<file path="config.mk">
export PLATFORM = sky130hd
export DESIGN_NAME = kwg_ctrl
export DESIGN_NICKNAME = d
export VERILOG_FILES = /design/src/kwg_pkg.sv /design/src/kwg_ctrl.sv
export SDC_FILE = /design/constraint.sdc
export NUM_CORES = 1
export LEC_CHECK = 0
export BUFFER_PORTS_ARGS = -buffer_cell sky130_fd_sc_hd__buf_4
export CELL_PAD_IN_SITES_DETAIL_PLACEMENT = 0
export CELL_PAD_IN_SITES_GLOBAL_PLACEMENT = 1
export CORE_MARGIN = 4
export CORE_UTILIZATION = 35
export DETAILED_ROUTE_END_ITERATION = 8
export MAX_ROUTING_LAYER = met4
export PLACE_DENSITY_LB_ADDON = 0.1
export RECOVER_POWER = 50
export SLEW_MARGIN = 40
export SYNTH_ARGS = -nofsm -noshare
export SYNTH_HDL_FRONTEND = slang
export SYNTH_SLANG_ARGS = --single-unit
</file>
<file path="constraint.sdc">
create_clock -name clk -period 3.6 [get_ports clk]
set_clock_uncertainty 0.1 [all_clocks]
set_input_delay 0.36 -clock clk [delete_from_list [all_inputs] [get_ports clk]]
set_output_delay 0.36 -clock clk [all_outputs]
set_load 0.01 [all_outputs]
</file>
<file path="src/kwg_pkg.sv">
package kwg_pkg;

	// Default geometry
	localparam int NUM_KEYS_DEF       = 64;
	localparam int MAX_NEIGHBOURS_DEF = 8;
	localparam int MAX_DEPTH_DEF      = 8;
	localparam int STACK_DEPTH_DEF    = 256;

	// Fixed field widths
	localparam int KEY_W  = 6;
	localparam int CHAR_W = 8;
	localparam int LEN_W  = 4;
	localparam int NNB_W  = 5;
	localparam int WORD_W = 64;

	// Actions
	localparam logic [1:0] ACT_KEY   = 2'd0;
	localparam logic [1:0] ACT_NB    = 2'd1;
	localparam logic [1:0] ACT_START = 2'd2;
	localparam logic [1:0] ACT_NEXT  = 2'd3;

	// Result status codes
	localparam logic [2:0] ST_ACCEPT = 3'd0;
	localparam logic [2:0] ST_WORD   = 3'd1;
	localparam logic [2:0] ST_DONE   = 3'd2;
	localparam logic [2:0] ST_OVF    = 3'd3;
	localparam logic [2:0] ST_INACT  = 3'd4;

	// Configuration register indexes
	localparam logic CFG_MIN = 1'b0;
	localparam logic CFG_MAX = 1'b1;

	// Key table address select
	localparam logic [1:0] KSEL_IN  = 2'd0;
	localparam logic [1:0] KSEL_ENT = 2'd1;
	localparam logic [1:0] KSEL_NB  = 2'd2;
	localparam logic [1:0] KSEL_PK  = 2'd3;

	typedef struct packed {
		logic [1:0]        action;
		logic [KEY_W-1:0]  key_index;
		logic [CHAR_W-1:0] base_char;
		logic [1:0]        variant_count;
		logic [CHAR_W-1:0] variant_first;
		logic [CHAR_W-1:0] variant_second;
		logic              key_active;
		logic [3:0]        neighbour_total;
		logic [2:0]        slot;
		logic [KEY_W-1:0]  neighbour_key;
	} in_item_t;

	typedef struct packed {
		logic [2:0]        status;
		logic [WORD_W-1:0] word_chars;
		logic [LEN_W-1:0]  word_length;
	} out_item_t;

	typedef struct packed {
		logic [CHAR_W-1:0] base;
		logic [CHAR_W-1:0] var1;
		logic [CHAR_W-1:0] var2;
		logic [1:0]        nvar;
		logic              act;
		logic [NNB_W-1:0]  nnb;
	} key_ent_t;

	typedef struct packed {
		logic [KEY_W-1:0] key;
		logic [LEN_W-1:0] depth;
		logic [1:0]       kind;
		logic             visited;
	} stk_ent_t;

	// Controller to datapath
	typedef struct packed {
		logic       load_in;
		logic       key_wr;
		logic       nb_wr;
		logic       clr_top;
		logic       pop;
		logic       mark;
		logic [1:0] ksel;
		logic       char_ld;
		logic       cnt_clr;
		logic       cnt_add;
		logic       i_inc;
		logic       push_in;
		logic       push_nb;
		logic       push_var;
		logic       emit;
		logic [2:0] status;
		logic       word;
	} cmd_t;

	// Datapath to controller
	typedef struct packed {
		logic [1:0] action;
		logic       top_zero;
		logic       ent_visited;
		logic       ent_bad;
		logic       ge_max;
		logic       ge_min;
		logic       len_ge_min;
		logic       i_lt;
		logic       nb_use;
		logic       start_ok;
		logic       ovf;
		logic       pv_more;
		logic       out_free;
	} sts_t;

endpackage

</file>
<file path="src/kwg_ctrl.sv">
module kwg_ctrl (
	input  logic            clk,
	input  logic            arst_n,
	input  logic            in_valid,
	output logic            in_stall,
	input  kwg_pkg::sts_t   sts,
	output kwg_pkg::cmd_t   cmd
);

	localparam logic [3:0] S_IDLE  = 4'd0;
	localparam logic [3:0] S_DISP  = 4'd1;
	localparam logic [3:0] S_SC    = 4'd2;
	localparam logic [3:0] S_TOP   = 4'd3;
	localparam logic [3:0] S_ENT   = 4'd4;
	localparam logic [3:0] S_CHAR  = 4'd5;
	localparam logic [3:0] S_CNTA  = 4'd6;
	localparam logic [3:0] S_CNTB  = 4'd7;
	localparam logic [3:0] S_CNTC  = 4'd8;
	localparam logic [3:0] S_CHK   = 4'd9;
	localparam logic [3:0] S_EXPA  = 4'd10;
	localparam logic [3:0] S_EXPB  = 4'd11;
	localparam logic [3:0] S_EXPC  = 4'd12;
	localparam logic [3:0] S_PV    = 4'd13;
	localparam logic [3:0] S_EMIT  = 4'd14;

	logic [3:0] state_q, state_d;
	logic [2:0] st_q, st_d;
	logic       word_q, word_d;
	logic       ret_q, ret_d;

	assign in_stall = (state_q != S_IDLE);

	// Sequence one item
	always_comb begin
		state_d = state_q;
		st_d    = st_q;
		word_d  = word_q;
		ret_d   = ret_q;
		cmd     = '0;
		cmd.ksel = kwg_pkg::KSEL_IN;
		case (state_q)
			S_IDLE: begin
				if (in_valid) begin
					cmd.load_in = 1'b1;
					state_d = S_DISP;
				end
			end
			S_DISP: begin
				st_d   = kwg_pkg::ST_ACCEPT;
				word_d = 1'b0;
				case (sts.action)
					kwg_pkg::ACT_KEY: begin
						cmd.key_wr = 1'b1;
						state_d = S_EMIT;
					end
					kwg_pkg::ACT_NB: begin
						cmd.nb_wr = 1'b1;
						state_d = S_EMIT;
					end
					kwg_pkg::ACT_START: begin
						cmd.clr_top = 1'b1;
						state_d = S_SC;
					end
					default: state_d = S_TOP;
				endcase
			end
			S_SC: begin
				if (!sts.start_ok) begin
					st_d = kwg_pkg::ST_INACT;
					state_d = S_EMIT;
				end else begin
					cmd.push_in = 1'b1;
					ret_d = 1'b1;
					state_d = S_PV;
				end
			end
			S_TOP: begin
				if (sts.top_zero) begin
					st_d = kwg_pkg::ST_DONE;
					state_d = S_EMIT;
				end else begin
					state_d = S_ENT;
				end
			end
			S_ENT: begin
				cmd.ksel = kwg_pkg::KSEL_ENT;
				if (sts.ent_visited || sts.ent_bad) begin
					cmd.pop = 1'b1;
					state_d = S_TOP;
				end else begin
					cmd.mark = 1'b1;
					state_d = S_CHAR;
				end
			end
			S_CHAR: begin
				cmd.char_ld = 1'b1;
				cmd.cnt_clr = 1'b1;
				if (sts.ge_max) begin
					cmd.pop = 1'b1;
					if (sts.ge_min) begin
						st_d = kwg_pkg::ST_WORD;
						word_d = 1'b1;
						state_d = S_EMIT;
					end else begin
						state_d = S_TOP;
					end
				end else begin
					state_d = S_CNTA;
				end
			end
			S_CNTA: state_d = sts.i_lt ? S_CNTB : S_CHK;
			S_CNTB: begin
				cmd.ksel = kwg_pkg::KSEL_NB;
				state_d = S_CNTC;
			end
			S_CNTC: begin
				cmd.ksel = kwg_pkg::KSEL_NB;
				cmd.cnt_add = 1'b1;
				state_d = S_CNTA;
			end
			S_CHK: begin
				cmd.cnt_clr = 1'b1;
				if (sts.ovf) begin
					cmd.clr_top = 1'b1;
					st_d = kwg_pkg::ST_OVF;
					word_d = 1'b1;
					state_d = S_EMIT;
				end else begin
					state_d = S_EXPA;
				end
			end
			S_EXPA: begin
				if (sts.i_lt) begin
					state_d = S_EXPB;
				end else if (sts.len_ge_min) begin
					st_d = kwg_pkg::ST_WORD;
					word_d = 1'b1;
					state_d = S_EMIT;
				end else begin
					state_d = S_TOP;
				end
			end
			S_EXPB: begin
				cmd.ksel = kwg_pkg::KSEL_NB;
				state_d = S_EXPC;
			end
			S_EXPC: begin
				cmd.ksel = kwg_pkg::KSEL_NB;
				cmd.i_inc = 1'b1;
				if (sts.nb_use) begin
					cmd.push_nb = 1'b1;
					ret_d = 1'b0;
					state_d = S_PV;
				end else begin
					state_d = S_EXPA;
				end
			end
			S_PV: begin
				cmd.ksel = kwg_pkg::KSEL_PK;
				if (sts.pv_more) begin
					cmd.push_var = 1'b1;
				end else begin
					state_d = ret_q ? S_EMIT : S_EXPA;
				end
			end
			S_EMIT: begin
				cmd.status = st_q;
				cmd.word = word_q;
				if (sts.out_free) begin
					cmd.emit = 1'b1;
					state_d = S_IDLE;
				end
			end
			default: state_d = S_IDLE;
		endcase
	end

	always_ff @(posedge clk or negedge arst_n) begin
		if (!arst_n) begin
			state_q <= S_IDLE;
			st_q <= kwg_pkg::ST_ACCEPT;
			word_q <= 1'b0;
			ret_q <= 1'b0;
		end else begin
			state_q <= state_d;
			st_q <= st_d;
			word_q <= word_d;
			ret_q <= ret_d;
		end
	end

endmodule

</file>
==> reports/metrics.csv, run 1 <==
stage,metric,value,unit
status,outcome,completed,
clock_tree,"Setup Fix Bufs, Post-CTS",0,
critical_path,Critical Path Max Stage Delay,0.81,ns
critical_path,Crit Path Category,register to output pin,
grt,first-pass GRT wire length,4950,um
placed_design,IO Port Bufs,37,
sta,final period utilization,67.0,%
sta,setup ws final,1.19,ns
synth,number of synthesized flops with an enable pin,0,
clock_tree,CTS resizes,0,
floorplanning,die area,3640,um2
layout,filler cell count,285,
floorplanning,Starting Density,37.7,%
layout,share of cells above drive strength 1,23.1,%
critical_path,reg2reg setup slack,1.34,ns
grt,global route overflow,0,
critical_path,Critical-path top delay cell,dfrtp_1,
critical_path,Top delay family on crit path,flip-flops,
critical_path,R2R Path Start,state_q[1],
floorplanning,row count,18,
critical_path,Levels on crit path,4,
floorplanning,Ports,38,
critical_path,critical path peak fanout,24,
clock_tree,TritonCTS Buffers,3,
floorplanning,Std-Cell Core Area,2540,um2
layout,final net count,187,
synth,Post-synth top flop,dfrtp_1,
routing,drt first pass iters,4,
worst_hold_path,hold path start,sts[0],
critical_path,critical-path cell list,"nand2b_1, nor2_1, and2_1, buf_4",
synth,dominant cells by area after synthesis,"dfrtp_1 23%, nor2_1 6.7%, and2_1 5.2%",
sta,slew margin rel.,51.4,%
power,pwr/cell area,803,nW/um2
critical_path,Worst Path Required,3.14,ns
routing,post-route ant nets,0,
layout,diodes inserted,0,
layout,"non-filler cells, final",199,
power,leak pwr,0.585,nW
synth,"count leader, synth",nor2_1,
synth,post-synthesis async set-or-reset flop share,100,%
sta,minimum clock period,2.41,ns
routing,DR DRC count,0,
grt,number of antenna violations at the first check in global routing,0,
critical_path,critical path launch point type,register,
power,total power,1.01,mW
synth,register bit total from synthesis,9,
critical_path,crit path DAT,1.95,ns
sta,setup TNS,0,ns
placed_design,DPL Wire Length,2390,um
grt,Total GRT Usage,18.3,%
sta,RSZ-0062 raised after global routing,false,
clock_tree,clock latency on the worst-skew pair,0.26,ns
synth,Yosys cell types,44,
routing,post-DR vias/cell,5.57,
sta,Final Max Tran Viols,0,
critical_path,WP buf/inv,1,
routing,routed wire length,3020,um
layout,Layout Utilization,49.3,%
clock_tree,CTS tree,yes,
clock_tree,Max H-tree Level,1,
sta,Worst-Margin Slew,0.730,ns
placed_design,Post-Place Cells,194,
clock_tree,clk sinks,9,
synth,cell count after synthesis,134,
synth,"Net Count, Synth",151,
synth,Synth top area share,23.5,%
synth,synth warn,0,
power,Max VDD drop,0.000411,V
grt,largest net degree at the start of global routing,25,
layout,Layout area overhead,30.8,%
critical_path,RR Endpoint,st_q[1],
synth,Netlist Area Pre-Place,958,um2
routing,routed length per instance,15.2,um
grt,vias in the first global route,1033,
critical_path,worst setup path start,state_q[1],
clock_tree,Bufs on Longest Clock Path,2,
clock_tree,CTS root buf,clkbuf_4,
synth,Post-synth top cells,"17 x nor2_1, 12 x nand2_1, 9 x dfrtp_1",
flow_run,Max Cap Viol,0,
worst_hold_path,Worst Hold Class,input pin to register,
routing,violation count after the first detailed-route iteration,53,
floorplanning,Die Wd,60.3,um
critical_path,crit path capture,cmd[2],
floorplanning,chip height,60.3,um
synth,Post-Syn Area per Cell,7.15,um2
critical_path,reg2reg path depth,4,
routing,via count,1108,
synth,register area share after synthesis,23.5,%
placed_design,RD Place Congestion,0.876,
clock_tree,"Clk pin slew, worst setup/hold paths",0.06,ns
sta,Max Clk Rate,0.415,GHz
sta,# setup viols final,0,
sta,"Hold Vio Cnt, Final",0,
placed_design,pre-CTS setup slack,1.40,ns
critical_path,nature of the critical path endpoint,output pin,
synth,post-synth top area cell,dfrtp_1,
[timing repair]
| item | CTS | global route |
|---|---|---|
| hold endpoints to repair | 9 | 0 |
| hold buffers | 1 | 0 |
| endpoints found under the setup margin | 0 | 0 |
[stage by stage]
stage | hold WS (ns) | area, um2
detailed placement | 0.0907 | 1240
floorplan | -0.0356 | 958
global route | 0.196 | 1250
CTS | 0.195 | 1270
finish | 0.200 | 1250
global placement | 0.0862 | 1240
[placed cells by master, fill, tap and decap left out, drive strengths merged, types with 3 or more instances in the layout]
master,synthesis,layout
nand3,4,4
nand4,3,3
buf,6,33
and2,8,8
a211oi,5,5
clkbuf,1,8
inv,8,8
nand2b,6,6
nor2b,3,3
nor2,17,17
dfrtp,9,9
nand2,12,12
nor3,5,5
o22ai,4,4
o21ai,5,5
a21oi,8,8
[cells by family (layout without fill, tap and decap cells)]
| logic type | count (synthesis) | after routing | share of synthesized area (%) |
|---|---|---|---|
| simple gates | 67 | 67 | 37.5 |
| mux | 3 | 3 | 3.65 |
| buf+inv | 16 | 51 | 7.31 |
| xor+xnor | 2 | 2 | 1.83 |
| compound gates | 37 | 37 | 26.2 |
| flops | 9 | 9 | 23.5 |
[where the power goes]
group          switching (mW)  internal (mW)  leakage (nW)  total (mW)
logic                   0.342          0.297         0.460       0.639
clock network          0.0356         0.0427        0.0150      0.0783
registers               0.139          0.150         0.110       0.289
[how the worst min path moves through the flow]
stage                     cells past startpoint  slack (ns)         end
after floorplan                               0       -0.04       ret_q
after global placement                        1        0.09       ret_q
after detailed placement                      1        0.09       ret_q
after CTS                                     2        0.19  state_q[1]
after global routing                          2        0.20  state_q[1]
final                                         2        0.20  state_q[1]
[sequential cells by signal (all words and copies together), names as in the netlist]
register / cells
ret_q: 1
word_q: 1
state_q: 4
st_q: 3
[metal layers]
| metal | vias to the layer above | routed length, um | track usage, % |
|---|---|---|---|
| li1 | 548 | - | - |
| met1 | 518 | 1440 | 26.2 |
| met2 | 42 | 1370 | 28.1 |
| met3 | 0 | 201 | 3.62 |
| met4 | 0 | 0 | 0.949 |
| met5 | - | 0 | - |
[cell type report]
| type | instances | area [um2] | area share, % |
|---|---|---|---|
| multi-input combinational | 109 | 658 | 52.5 |
| timing repair buffer | 38 | 273 | 21.8 |
| sequential | 9 | 225 | 18.0 |
| tap | 30 | 37.5 | 2.99 |
| inverter | 9 | 33.8 | 2.69 |
| clock buffer | 4 | 26.3 | 2.10 |
Power figures use the tool's default switching activity.
==> run 2, diff against run 1 <==
- CORE_UTILIZATION: 35 -> 33
- clock period: 3.6 -> 2.3 ns (I/O delays scaled with it)
==> reports/metrics.csv, run 2 (synthesized netlist as in run 1, its figures left out) <==
stage,metric,value,unit,change
status,outcome,completed,,unchanged
sta,setup TNS,0,ns,unchanged
sta,Final Max Tran Viols,0,,unchanged
power,Max VDD drop,0.000570,V,was 0.000411 V
power,leak pwr,0.604,nW,was 0.585 nW
routing,routed wire length,3130,um,was 3020 um
critical_path,Top delay family on crit path,simple AND/OR/NAND/NOR gates,,was flip-flops
layout,diodes inserted,0,,unchanged
critical_path,critical path launch point type,register,,unchanged
power,combinational fraction of design power,70.0,%,was 63.5%
worst_hold_path,Min-Delay Endpoint,state_q[1],,unchanged
power,switch share,51.0,%,was 51.3%
floorplanning,chip height,61.9,um,was 60.3 um
grt,global route overflow,0,,unchanged
routing,via count,1134,,"was 1,108"
worst_hold_path,hold-critical path depth,2,,unchanged
critical_path,critical path peak fanout,13,,was 24
grt,number of antenna violations at the first check in global routing,0,,unchanged
clock_tree,Bufs on Longest Clock Path,2,,unchanged
sta,Max Clk Rate,0.468,GHz,
placed_design,RD Place Congestion,0.828,,was 0.876
sta,# setup viols final,0,,unchanged
grt,largest net degree at the start of global routing,17,,was 25
critical_path,RR Endpoint,st_q[1],,unchanged
critical_path,"most used cell, CP",buf_4,,
power,Pint,0.798,mW,was 0.490 mW
critical_path,Worst Path Required,1.97,ns,was 3.14 ns
critical_path,crit path DAT,1.80,ns,was 1.95 ns
critical_path,nature of the critical path endpoint,output pin,,unchanged
sta,"Hold Vio Cnt, Final",0,,unchanged
routing,drt first pass iters,4,,unchanged
clock_tree,"Clk pin slew, worst setup/hold paths",0.06,ns,about the same
floorplanning,die area,3830,um2,was 3640 um2
placed_design,pre-CTS setup slack,0.304,ns,was 1.40 ns
critical_path,Crit Path Category,register to output pin,,unchanged
flow_run,Max Cap Viol,0,,unchanged
floorplanning,Ports,38,,unchanged
placed_design,Post-Place Cells,199,,was 194
clock_tree,clock latency on the worst-skew pair,0.27,ns,was 0.26 ns
routing,routed length per instance,15.4,um,was 15.2 um
layout,final net count,191,,was 187
layout,Largest regs,"state_q (4), st_q (3)",,unchanged
placed_design,IO Port Bufs,37,,unchanged
critical_path,reg2reg setup slack,0.28,ns,was 1.34 ns
sta,Worst-Margin Slew,0.525,ns,was 0.730 ns
routing,post-DR vias/cell,5.56,,was 5.57
layout,most frequent cells in the layout,"36 x buf_4, 17 x nor2_1, 12 x nand2_1",,"was 33 x buf_4, 17 x nor2_1, 12 x nand2_1"
placed_design,DPL Wire Length,2590,um,was 2390 um
clock_tree,CTS root buf,clkbuf_4,,unchanged
floorplanning,row count,19,,was 18
floorplanning,Die Wd,61.9,um,was 60.3 um
layout,register with the most flip-flops,state_q,,unchanged
critical_path,reg2reg path depth,5,,was 4
layout,share of cells above drive strength 1,24.9,%,was 23.1%
power,pwr/cell area,1270,nW/um2,was 803 nW/um2
sta,final period utilization,92.8,%,
routing,violation count after the first detailed-route iteration,36,,was 53
critical_path,critical-path cell list,"buf_4, or2_1, nor4_2, buf_4",,"was nand2b_1, nor2_1, and2_1, buf_4"
clock_tree,clk sinks,9,,unchanged
worst_hold_path,hold path start,sts[0],,unchanged
worst_hold_path,Worst Hold Class,input pin to register,,unchanged
sta,RSZ-0062 raised after global routing,false,,unchanged
power,P_sw,0.830,mW,was 0.516 mW
layout,"non-filler cells, final",204,,was 199
clock_tree,"Setup Fix Bufs, Post-CTS",0,,unchanged
layout,max reg flops,4,,unchanged
clock_tree,Max H-tree Level,1,,unchanged
grt,vias in the first global route,1063,,"was 1,033"
critical_path,Critical Path Max Stage Delay,0.51,ns,was 0.81 ns
routing,DR DRC count,0,,unchanged
power,Clock Power Share,7.9,%,was 7.8%
layout,"commonest non-fill, non-tap cell in the layout",buf_4,,unchanged
critical_path,Critical-path top delay cell,dfrtp_1,,unchanged
power,sequential share of power,22.1,%,was 28.7%
critical_path,R2R Path Start,state_q[3],,was state_q[1]
clock_tree,CTS tree,yes,,unchanged
routing,post-route ant nets,0,,unchanged
layout,Layout area overhead,33.8,%,was 30.8%
layout,filler cell count,299,,was 285
sta,slew margin rel.,65.0,%,was 51.4%
floorplanning,Std-Cell Core Area,2760,um2,was 2540 um2
grt,Total GRT Usage,18.0,%,was 18.3%
critical_path,Levels on crit path,4,,unchanged
sta,minimum clock period,2.13,ns,
critical_path,WP buf/inv,2,,was 1
clock_tree,TritonCTS Buffers,3,,unchanged
grt,first-pass GRT wire length,4910,um,was 4950 um
floorplanning,Starting Density,34.8,%,was 37.7%
sta,setup ws final,0.165,ns,was 1.19 ns
==> run 2: changes by cell type in the layout (fill, tap and decap cells not counted), sizes merged <==
cell,change
clkinv,+1
buf,+3
==> run 2: worst register-to-register path: stages (launching register included) <==
cell and delay (ns):
dfrtp_1 0.60, or2b_1 0.27, o22ai_1 0.09, a211oi_1 0.36, nand2_1 0.16, mux2_4 0.32
==> run 2: power groups by stage <==
stage / Combinational (mW) / Clock [mW] / Sequential, mW
floorplan: 0.890 / 0 / 0.276
global placement: 1.18 / 0 / 0.359
detailed placement: 1.17 / 0 / 0.363
CTS: 1.18 / 0.130 / 0.359
global route: 1.26 / 0.142 / 0.383
finish: 1.14 / 0.128 / 0.360
==> run 2: worst max-delay path by stage <==
stage,from,end,slack (ns)
global route,state_q[1],cmd[13],0.03
finish,state_q[1],cmd[14],0.17
global placement,state_q[3],st_q[1],0.44
CTS,state_q[1],cmd[14],0.17
floorplan,state_q[3],st_q[1],0.63
detailed placement,state_q[3],st_q[1],0.30
==> run 2: timing repair <==
| item | CTS | global route |
|---|---|---|
| hold endpoints to repair | 9 | 0 |
| resized for setup | 0 | 0 |
| hold buffers | 1 | 0 |
==> run 2: per-stage QoR <==
step	hold WS [ns]	instance area [um2]	utilization, %	power, mW
floorplan	-0.166	958	-	1.17
global placement	-0.0361	1270	46.0	1.54
detailed placement	-0.0343	1270	46.0	1.54
CTS	0.0596	1310	47.4	1.67
global route	0.0593	1280	46.5	1.79
finish	0.0582	1280	46.5	1.63
==> run 2: cell type report <==
class	instances	area, um2	area share (%)
Clock inverter	1	5.00	0.390
Timing Repair Buffer	42	299	23.3
Tap cell	31	38.8	3.02
Inverter	9	33.8	2.63
Multi-Input combinational cell	109	658	51.3
Clock buffer	3	22.5	1.76
Sequential cell	9	225	17.6
==> run 2: per-layer routing <==
layer	routed length (um)	vias up	global-route usage [%]
met5	0	-	-
met4	35	0	3.64
met3	195	4	3.31
met2	1560	42	29.6
met1	1340	532	23.0
li1	-	556	-
